File: src/rtl/slbp_pkg.sv
package slbp_pkg;

  localparam int COORD_BITS      = 13;
  localparam int CMP_BITS        = COORD_BITS + 2;
  localparam int REGION_BITS     = 2;
  localparam int CFG_ADDR_BITS   = 5;
  localparam int CFG_DATA_BITS   = 32;
  localparam int DEF_PIXEL_BITS  = 8;
  localparam int DEF_QUEUE_DEPTH = 4;

  // Register indexes (byte address is four times the index).
  localparam logic [2:0] REG_WIDTH_A       = 3'd0;
  localparam logic [2:0] REG_HEIGHT_A      = 3'd1;
  localparam logic [2:0] REG_HEIGHT_B      = 3'd2;
  localparam logic [2:0] REG_OVERLAP_WIDTH = 3'd3;
  localparam logic [2:0] REG_SHIFT_ROWS    = 3'd4;

  localparam logic [COORD_BITS-1:0] RST_WIDTH_A       = 13'd640;
  localparam logic [COORD_BITS-1:0] RST_HEIGHT_A      = 13'd480;
  localparam logic [COORD_BITS-1:0] RST_HEIGHT_B      = 13'd480;
  localparam logic [COORD_BITS-1:0] RST_OVERLAP_WIDTH = 13'd0;
  localparam logic [COORD_BITS-1:0] RST_SHIFT_ROWS    = 13'd0;

  typedef enum logic [REGION_BITS-1:0] {
    REGION_BLEND = 2'd0,
    REGION_A     = 2'd1,
    REGION_B     = 2'd2,
    REGION_BLACK = 2'd3
  } region_t;

  typedef struct packed {
    logic        [COORD_BITS-1:0] width_a;
    logic        [COORD_BITS-1:0] height_a;
    logic        [COORD_BITS-1:0] height_b;
    logic        [COORD_BITS-1:0] overlap_width;
    logic signed [COORD_BITS-1:0] shift_rows;
  } cfg_t;

  typedef struct packed {
    logic full;
    logic empty;
  } q_status_t;

  // Bits of one queue entry: region, two blend weights, six channels.
  function automatic int entry_bits(input int pix_bits);
    return REGION_BITS + 2 * COORD_BITS + 6 * pix_bits;
  endfunction

endpackage

File: src/rtl/slbp_front.sv
module slbp_front
  import slbp_pkg::*;
#(
  parameter int PIXEL_BITS = DEF_PIXEL_BITS
) (
  input  cfg_t                              cfg,
  input  logic [COORD_BITS-1:0]             pos_x,
  input  logic [COORD_BITS-1:0]             pos_y,
  input  logic [2:0][PIXEL_BITS-1:0]        a_pix,
  input  logic [2:0][PIXEL_BITS-1:0]        b_pix,
  output logic [entry_bits(PIXEL_BITS)-1:0] entry
);

  logic signed [CMP_BITS-1:0] xs, ys, wa_s, dx_s, s_s, dy_s, ndy_s, ha_s, hb_s, hb_end_s;
  logic                       dy_pos, x_in_a, x_ge_s;
  logic [COORD_BITS-1:0]      weight_a, weight_b;
  region_t                    region;

  assign xs       = signed'(CMP_BITS'(pos_x));
  assign ys       = signed'(CMP_BITS'(pos_y));
  assign wa_s     = signed'(CMP_BITS'(cfg.width_a));
  assign dx_s     = signed'(CMP_BITS'(cfg.overlap_width));
  assign ha_s     = signed'(CMP_BITS'(cfg.height_a));
  assign hb_s     = signed'(CMP_BITS'(cfg.height_b));
  assign dy_s     = CMP_BITS'(cfg.shift_rows);
  assign s_s      = wa_s - dx_s;
  assign ndy_s    = -dy_s;
  assign hb_end_s = ndy_s + hb_s;

  assign dy_pos = (dy_s > 0);
  assign x_in_a = (xs < wa_s);
  assign x_ge_s = (xs >= s_s);

  always_comb begin
    region = REGION_BLACK;
    if (!dy_pos) begin
      if (x_in_a && (ys < ha_s)) begin
        region = (x_ge_s && (ys >= ndy_s)) ? REGION_BLEND : REGION_A;
      end else if (x_ge_s && (ys >= ndy_s) && (ys < hb_end_s)) begin
        region = REGION_B;
      end
    end else begin
      if (x_in_a && (ys >= dy_s)) begin
        region = (x_ge_s && (ys < hb_s)) ? REGION_BLEND : REGION_A;
      end else if (x_ge_s && (ys < hb_s)) begin
        region = REGION_B;
      end
    end
  end

  // Both weights lie in 0 .. overlap_width inside the overlap, so modular
  // arithmetic at the coordinate width is exact there.
  assign weight_a = cfg.width_a - pos_x;
  assign weight_b = pos_x - cfg.width_a + cfg.overlap_width;

  assign entry = {region, weight_a, weight_b, a_pix, b_pix};

endmodule

File: src/rtl/slbp_queue.sv
module slbp_queue
  import slbp_pkg::*;
#(
  parameter int WIDTH = DEF_PIXEL_BITS,
  parameter int DEPTH = DEF_QUEUE_DEPTH
) (
  input  logic             clk,
  input  logic             rst_n,
  input  logic             push,
  input  logic [WIDTH-1:0] wr_data,
  input  logic             pop,
  output logic [WIDTH-1:0] rd_data,
  output q_status_t        status
);

  localparam int PW = (DEPTH > 1) ? $clog2(DEPTH) : 1;
  localparam int CW = $clog2(DEPTH + 1);

  logic [WIDTH-1:0] slot_r [DEPTH];
  logic [PW-1:0]    wr_ptr_r, wr_ptr_nxt, rd_ptr_r, rd_ptr_nxt;
  logic [CW-1:0]    cnt_r, cnt_nxt;

  assign wr_ptr_nxt = (wr_ptr_r == PW'(DEPTH - 1)) ? '0 : wr_ptr_r + 1'b1;
  assign rd_ptr_nxt = (rd_ptr_r == PW'(DEPTH - 1)) ? '0 : rd_ptr_r + 1'b1;
  assign cnt_nxt    = cnt_r + CW'(push) - CW'(pop);

  always_ff @(posedge clk) begin
    if (!rst_n) begin
      wr_ptr_r <= '0;
      rd_ptr_r <= '0;
      cnt_r    <= '0;
    end else begin
      if (push) begin
        wr_ptr_r <= wr_ptr_nxt;
      end
      if (pop) begin
        rd_ptr_r <= rd_ptr_nxt;
      end
      cnt_r <= cnt_nxt;
    end
  end

  always_ff @(posedge clk) begin
    if (push) begin
      slot_r[wr_ptr_r] <= wr_data;
    end
  end

  assign rd_data      = slot_r[rd_ptr_r];
  assign status.full  = (cnt_r == CW'(DEPTH));
  assign status.empty = (cnt_r == '0);

endmodule

File: src/rtl/slbp_back.sv
module slbp_back
  import slbp_pkg::*;
#(
  parameter int PIXEL_BITS = DEF_PIXEL_BITS
) (
  input  logic                              clk,
  input  logic                              rst_n,
  input  logic [COORD_BITS-1:0]             overlap_width,
  input  logic [entry_bits(PIXEL_BITS)-1:0] entry,
  input  logic                              entry_valid,
  output logic                              pop,
  output logic                              out_valid,
  input  logic                              out_ready,
  output logic [2:0][PIXEL_BITS-1:0]        out_pix,
  output region_t                           out_region
);

  localparam int NW   = PIXEL_BITS + COORD_BITS;
  localparam int LAST = PIXEL_BITS + 1;

  logic [REGION_BITS-1:0]      e_region_bits;
  region_t                     e_region;
  logic [COORD_BITS-1:0]       e_wa, e_wb;
  logic [2:0][PIXEL_BITS-1:0]  e_a, e_b, e_byp;

  logic                        vld_r  [0:LAST];
  region_t                     reg_r  [0:LAST];
  logic [2:0][PIXEL_BITS-1:0]  byp_r  [0:LAST];
  logic [2:0][NW-1:0]          pa_r, pb_r;
  logic [2:0][NW-1:0]          rem_r  [1:LAST];
  logic [2:0][PIXEL_BITS-1:0]  q_r    [1:LAST];
  logic [2:0][NW-1:0]          rem_nxt[2:LAST];
  logic [2:0][PIXEL_BITS-1:0]  q_nxt  [2:LAST];
  logic                        adv;

  assign {e_region_bits, e_wa, e_wb, e_a, e_b} = entry;
  assign e_region = region_t'(e_region_bits);

  always_comb begin
    case (e_region)
      REGION_A: e_byp = e_a;
      REGION_B: e_byp = e_b;
      default:  e_byp = '0;
    endcase
  end

  assign adv = !vld_r[LAST] || out_ready;
  assign pop = adv && entry_valid;

  // One restoring step per quotient bit, most significant bit first.
  always_comb begin
    logic [NW-1:0] dsh;
    logic          ge;
    for (int i = 0; i < PIXEL_BITS; i++) begin
      dsh = NW'(overlap_width) << (PIXEL_BITS - 1 - i);
      for (int c = 0; c < 3; c++) begin
        ge = (rem_r[i+1][c] >= dsh);
        rem_nxt[i+2][c] = ge ? rem_r[i+1][c] - dsh : rem_r[i+1][c];
        q_nxt[i+2][c]   = (q_r[i+1][c] << 1) | PIXEL_BITS'(ge);
      end
    end
  end

  always_ff @(posedge clk) begin
    if (!rst_n) begin
      for (int j = 0; j <= LAST; j++) begin
        vld_r[j] <= 1'b0;
      end
    end else if (adv) begin
      vld_r[0] <= entry_valid;
      for (int j = 1; j <= LAST; j++) begin
        vld_r[j] <= vld_r[j-1];
      end
    end
  end

  always_ff @(posedge clk) begin
    if (adv) begin
      reg_r[0] <= e_region;
      byp_r[0] <= e_byp;
      for (int c = 0; c < 3; c++) begin
        pa_r[c]     <= NW'(e_a[c]) * NW'(e_wa);
        pb_r[c]     <= NW'(e_b[c]) * NW'(e_wb);
        rem_r[1][c] <= pa_r[c] + pb_r[c];
      end
      q_r[1] <= '0;
      for (int j = 1; j <= LAST; j++) begin
        reg_r[j] <= reg_r[j-1];
        byp_r[j] <= byp_r[j-1];
      end
      for (int j = 2; j <= LAST; j++) begin
        rem_r[j] <= rem_nxt[j];
        q_r[j]   <= q_nxt[j];
      end
    end
  end

  assign out_valid  = vld_r[LAST];
  assign out_region = reg_r[LAST];
  assign out_pix    = (reg_r[LAST] == REGION_BLEND) ? q_r[LAST] : byp_r[LAST];

endmodule

File: src/rtl/stitch_linear_blend_pixel_top.sv
// Channel   Direction  Handshake             Contents of one beat
// in_       input      in_valid / in_ready   canvas column and row, RGB of A and of B
// out_      output     out_valid / out_ready stitched RGB pixel and region code
// APB       config     psel / penable        five 13-bit registers at byte offsets 0..16
//
// One beat is accepted per clock while the queue has room, and one result leaves per clock when out_ready stays high.
// Each accepted beat passes through the queue, the product and sum registers and the blend
// divider, which has one restoring stage per quotient bit.
// rst_n is synchronous and active low; it empties the queue and the pipeline and loads
// the register defaults. A stalled output freezes the whole blend pipeline; the queue
// between classifier and pipeline keeps accepting beats until it is full.
module stitch_linear_blend_pixel_top
  import slbp_pkg::*;
#(
  parameter int PIXEL_BITS  = DEF_PIXEL_BITS,
  parameter int QUEUE_DEPTH = DEF_QUEUE_DEPTH
) (
  input  logic                     clk,
  input  logic                     rst_n,
  // Input channel.
  input  logic                     in_valid,
  output logic                     in_ready,
  input  logic [COORD_BITS-1:0]    in_pos_x,
  input  logic [COORD_BITS-1:0]    in_pos_y,
  input  logic [PIXEL_BITS-1:0]    in_a_red,
  input  logic [PIXEL_BITS-1:0]    in_a_green,
  input  logic [PIXEL_BITS-1:0]    in_a_blue,
  input  logic [PIXEL_BITS-1:0]    in_b_red,
  input  logic [PIXEL_BITS-1:0]    in_b_green,
  input  logic [PIXEL_BITS-1:0]    in_b_blue,
  // Result channel.
  output logic                     out_valid,
  input  logic                     out_ready,
  output logic [PIXEL_BITS-1:0]    out_red,
  output logic [PIXEL_BITS-1:0]    out_green,
  output logic [PIXEL_BITS-1:0]    out_blue,
  output logic [REGION_BITS-1:0]   out_region,
  // Configuration port.
  input  logic                     psel,
  input  logic                     penable,
  input  logic                     pwrite,
  input  logic [CFG_ADDR_BITS-1:0] paddr,
  input  logic [CFG_DATA_BITS-1:0] pwdata,
  output logic [CFG_DATA_BITS-1:0] prdata,
  output logic                     pready
);

  localparam int EW = entry_bits(PIXEL_BITS);

  // Configuration registers. They are to be written only while the block is idle, which the block
  // itself does not enforce, so the classifier and the divider read them directly.
  cfg_t                       cfg_r;
  logic                       cfg_we;
  logic [2:0]                 cfg_idx;
  logic [COORD_BITS-1:0]      cfg_wdata;

  assign pready    = 1'b1;
  assign cfg_we    = psel && penable && pwrite && pready;
  assign cfg_idx   = paddr[CFG_ADDR_BITS-1:2];
  assign cfg_wdata = pwdata[COORD_BITS-1:0];

  always_ff @(posedge clk) begin
    if (!rst_n) begin
      cfg_r.width_a       <= RST_WIDTH_A;
      cfg_r.height_a      <= RST_HEIGHT_A;
      cfg_r.height_b      <= RST_HEIGHT_B;
      cfg_r.overlap_width <= RST_OVERLAP_WIDTH;
      cfg_r.shift_rows    <= signed'(RST_SHIFT_ROWS);
    end else if (cfg_we) begin
      case (cfg_idx)
        REG_WIDTH_A:       cfg_r.width_a       <= cfg_wdata;
        REG_HEIGHT_A:      cfg_r.height_a      <= cfg_wdata;
        REG_HEIGHT_B:      cfg_r.height_b      <= cfg_wdata;
        REG_OVERLAP_WIDTH: cfg_r.overlap_width <= cfg_wdata;
        REG_SHIFT_ROWS:    cfg_r.shift_rows    <= signed'(cfg_wdata);
        default:           ;
      endcase
    end
  end

  // Readback; the vertical shift is returned sign-extended.
  always_comb begin
    case (cfg_idx)
      REG_WIDTH_A:       prdata = CFG_DATA_BITS'(cfg_r.width_a);
      REG_HEIGHT_A:      prdata = CFG_DATA_BITS'(cfg_r.height_a);
      REG_HEIGHT_B:      prdata = CFG_DATA_BITS'(cfg_r.height_b);
      REG_OVERLAP_WIDTH: prdata = CFG_DATA_BITS'(cfg_r.overlap_width);
      REG_SHIFT_ROWS:    prdata = CFG_DATA_BITS'(cfg_r.shift_rows);
      default:           prdata = '0;
    endcase
  end

  // Front: classify each beat and compute the two blend weights.
  logic [2:0][PIXEL_BITS-1:0] a_pix, b_pix, res_pix;
  logic [EW-1:0]              front_entry, head_entry;
  q_status_t                  q_status;
  logic                       push, pop;
  region_t                    res_region;

  assign a_pix = {in_a_red, in_a_green, in_a_blue};
  assign b_pix = {in_b_red, in_b_green, in_b_blue};

  slbp_front #(
    .PIXEL_BITS (PIXEL_BITS)
  ) u_front (
    .cfg   (cfg_r),
    .pos_x (in_pos_x),
    .pos_y (in_pos_y),
    .a_pix (a_pix),
    .b_pix (b_pix),
    .entry (front_entry)
  );

  // The queue decouples the classifier from the blend pipeline, so in_ready
  // depends only on the queue fill and never on out_ready.
  assign in_ready = !q_status.full;
  assign push     = in_valid && in_ready;

  slbp_queue #(
    .WIDTH (EW),
    .DEPTH (QUEUE_DEPTH)
  ) u_queue (
    .clk     (clk),
    .rst_n   (rst_n),
    .push    (push),
    .wr_data (front_entry),
    .pop     (pop),
    .rd_data (head_entry),
    .status  (q_status)
  );

  // Back: weighted sums, then a pipelined divide by the overlap width.
  slbp_back #(
    .PIXEL_BITS (PIXEL_BITS)
  ) u_back (
    .clk           (clk),
    .rst_n         (rst_n),
    .overlap_width (cfg_r.overlap_width),
    .entry         (head_entry),
    .entry_valid   (!q_status.empty),
    .pop           (pop),
    .out_valid     (out_valid),
    .out_ready     (out_ready),
    .out_pix       (res_pix),
    .out_region    (res_region)
  );

  assign out_red    = res_pix[2];
  assign out_green  = res_pix[1];
  assign out_blue   = res_pix[0];
  assign out_region = res_region;

endmodule

File: config.mk
export PLATFORM = sky130hd
export DESIGN_NAME = stitch_linear_blend_pixel_top
export DESIGN_NICKNAME = d
export VERILOG_FILES = /design/src/rtl/slbp_pkg.sv /design/src/rtl/slbp_front.sv /design/src/rtl/slbp_queue.sv /design/src/rtl/slbp_back.sv /design/src/rtl/stitch_linear_blend_pixel_top.sv
export SDC_FILE = /design/constraint.sdc
export NUM_CORES = 2
export LEC_CHECK = 0
export ABC_AREA = 1
export BUFFER_PORTS_ARGS = -buffer_cell sky130_fd_sc_hd__buf_2
export CORE_ASPECT_RATIO = 1.1
export CORE_MARGIN = 2
export CORE_UTILIZATION = 65
export DETAILED_ROUTE_END_ITERATION = 10
export PLACE_DENSITY = 0.88
export SETUP_SLACK_MARGIN = 0.1
export SLEW_MARGIN = 15
export SYNTH_ARGS = -nofsm -noshare
export SYNTH_HDL_FRONTEND = slang
export SYNTH_SLANG_ARGS = --single-unit
File: constraint.sdc
create_clock -name clk -period 76.7 [get_ports clk]
set_input_delay 11.505 -clock clk [delete_from_list [all_inputs] [get_ports clk]]
set_output_delay 11.505 -clock clk [all_outputs]
set_load 0.1 [all_outputs]
==> flow_summary.toml <==
[setup_path]
critPathLaunchType = "input pin"
timing_worst_setup_path_type = "in2out"
r2r_setup_slack_ns = 69.06
max_stage_delay_ns = 0.83
cp_cell_sequence = "buf_2, nor2_1, nand2_1, nor2_1, buf_2"
cp_slowest_cell = "nor2_1"
reg2regPathDepth = 22
cp_max_fo = 19
endpoint_kind = "primary output"
crit_required_ns = 65.19
reg2reg_to = "u_back.pb_r[39]$_DFFE_PN_"
worstPathArrival_ns = 13.54

[timing]
fin_skew_ns = 0.03852
grt_setup_unrepaired = "false"
post-route-period-util_pct = 32.65
max_freq_mhz = 39.93
final.setup.worst_slack_ns = 51.65
max_slew_margin_pct = 22.60
fin_crit_ns = 25.05
setup_viol = 0
hold_viol_final = 0
final_max_slew_viol_count = 0
tns_ns = 0
tightest_slew_ns = 1.160

[global_routing]
grt_usage_pct = 32.24
grt_start_max_net_pins = 182
grt_pass1_vias = 70770
antenna_found_initial = 4
grt_remaining_overflow = 0
grt_pass1_wl_mm = 371.1

[detailed_routing]
wl_mm = 234.8
wl_per_cell_um = 19.94
initialDrtViolationCount = 6847
via_count = 70420
drt.antenna.violating_nets = 0
via_per_inst = 5.980
drt_pass1_iterations = 6
drc = 0

[yosys]
synth_nets = 10930
synth_edf_count = 1312
yosys_warnings = 0
yosysSeqAreaShare_pct = 43.81
ys_seq_elements = 1386
yosys_most_used_dff = "edfxtp_1"
avgSynthCellArea_sq_um = 9.696
netlist_area_sq_mm = 0.09331
synthArstFlopShare_pct = 0
ys_types = 83
synthCells = 9623

[die]
row_count = 145
ios = 179
start_util_pct = 65.60
fp.coreArea_sq_mm = 0.1422
die_area_sq_mm = 0.1466
die_h_um = 401.4
dieWidth_um = 365.3

[clocking]
root_buffer = "clkbuf_16"
clk_path_buf_depth = 3
postCtsHoldBufs = 0
cts_tree = "done"
htreeDepth = 4
clkTransAtPathRegs_ns = 0.06
insertion_delay_ns = 0.81
cts_resized = 0
cts_made_buffers = 142
clock-sinks = 1386
postCtsSetupBuffers = 0

[place]
dpl.hpwl_mm = 168.0
portBuffers = 156
post-place-ws_ns = 51.73
globalplace.congestion = 0.9836

[hold_path]
holdPathEnd = "u_back.byp_r[1][4]$_DFFE_PN_"
min_from = "u_back.byp_r[0][4]$_DFFE_PN_"
holdPathStages = 0
hp-class = "reg2reg"

[flow_run]
drv_cap = 0

[finish]
drive_gt1_share_pct = 7.575
syn_to_final_growth_pct = 7.471
fillers = 10060
nets = 11060

[run_status]
status = "completed"
==> cells in the final DEF, fill, tap and decap left out, drive strengths merged, types with 61 or more instances in the layout <==
cell    count
buf       206
o21ai     592
nand3     379
nand2    1966
nor3       95
clkbuf    167
nand4      76
edfxtp   1312
xor2      240
xnor2     192
a21o       61
nor2      942
a21oi     647
inv      1220
dfxtp      74
fa        436
ha        753
==> how the worst max path moves through the flow <==
stage,end,cells past startpoint,from,slack [ns]
3_5_place_dp,prdata[20],5,paddr[3],51.73
4_1_cts,prdata[20],5,paddr[3],51.73
3_3_place_gp,prdata[14],5,paddr[3],51.84
5_1_grt,prdata[20],5,paddr[3],51.52
2_1_floorplan,u_back.vld_r[0][1]$_SDFFCE_PN0P_,4,out_ready,39.08
6_report,prdata[20],5,paddr[3],51.65
==> cells in the mapped netlist (75+ instances only) <==
| cell type | count | area (sq um) |
|---|---|---|
| a21oi_1 | 625 | 3128 |
| buf_2 | 122 | 610.6 |
| edfxtp_1 | 1312 | 39400 |
| fa_1 | 436 | 8728 |
| ha_1 | 753 | 9422 |
| inv_1 | 1166 | 4377 |
| nand2_1 | 1919 | 7203 |
| nand3_1 | 371 | 1857 |
| nand4_1 | 75 | 469.2 |
| nor2_1 | 930 | 3491 |
| nor3_1 | 93 | 465.5 |
| o21ai_0 | 445 | 2227 |
| o21ai_2 | 76 | 665.6 |
| xnor2_1 | 192 | 1682 |
| xor2_1 | 240 | 2102 |
==> metrics by stage <==
step	utilization, %	hold slack [ns]	instance area (sq um)	cells
2_1_floorplan	-	0.4003	93310	9623
3_3_place_gp	67.18	0.4003	95550	11520
3_5_place_dp	67.18	0.4045	95550	11520
4_1_cts	70.49	0.3913	100300	11770
5_1_grt	70.50	0.4038	100300	11770
6_report	70.50	0.3918	100300	11780
==> logic make-up after synthesis <==
| kind of cell | after synthesis | share of synthesized area (%) |
|---|---|---|
| AO/OA/AOI/OAI | 1565 | 9.987 |
| XOR/XNOR | 432 | 4.055 |
| adder cells (fa/ha/maj) | 1189 | 19.45 |
| buffers and inverters | 1437 | 6.394 |
| flip-flops | 1386 | 43.81 |
| multiplexers | 24 | 0.2896 |
| other | 1 | 0.004019 |
| AND/OR/NAND/NOR | 3589 | 16.01 |
==> registers in the layout (all words and copies together) (netlist names), named ones only <==
signal and count:
u_back.byp_r 240, u_back.pa_r 63, u_back.vld_r 10, u_queue.cnt_r 3, cfg_r 65, u_back.reg_r 20, u_queue.rd_ptr_r 2, u_back.pb_r 63
u_queue.slot_r 304, u_queue.wr_ptr_r 2, u_back.q_r 108, u_back.rem_r 504
==> layout make-up <==
class / count / area (sq um) / share of cell area (%)
diodes: 4 / 10.01 / 0.009982
well taps: 1911 / 2391 / 2.384
inverters: 1212 / 4586 / 4.573
clock buffers: 167 / 3702 / 3.692
clock inverters: 90 / 1018 / 1.016
flip-flops and latches: 1386 / 40890 / 40.77
multi-input cells: 6800 / 46500 / 46.37
repair buffers: 206 / 1181 / 1.178
==> metal layers <==
metal | GRT usage (%) | up-vias | routed length [um] | share of wire [%]
li1 | - | 32770 | - | -
met1 | 39.31 | 33330 | 87860 | 37
met2 | 54.15 | 3430 | 113300 | 48
met3 | 5.858 | 897 | 19110 | 8.1
met4 | 17.66 | 2 | 14550 | 6.2
met5 | 0 | - | 13 | 0.0055
==> critical path, delay by kind of cell <==
family | cells | cell delay [ns]
simple gates | 3 | 1.34
buf+inv | 2 | 0.68
Power is left out: the tool's default activity adds up to more than one toggle a clock period on the data nets, which glitch-free logic cannot reach.
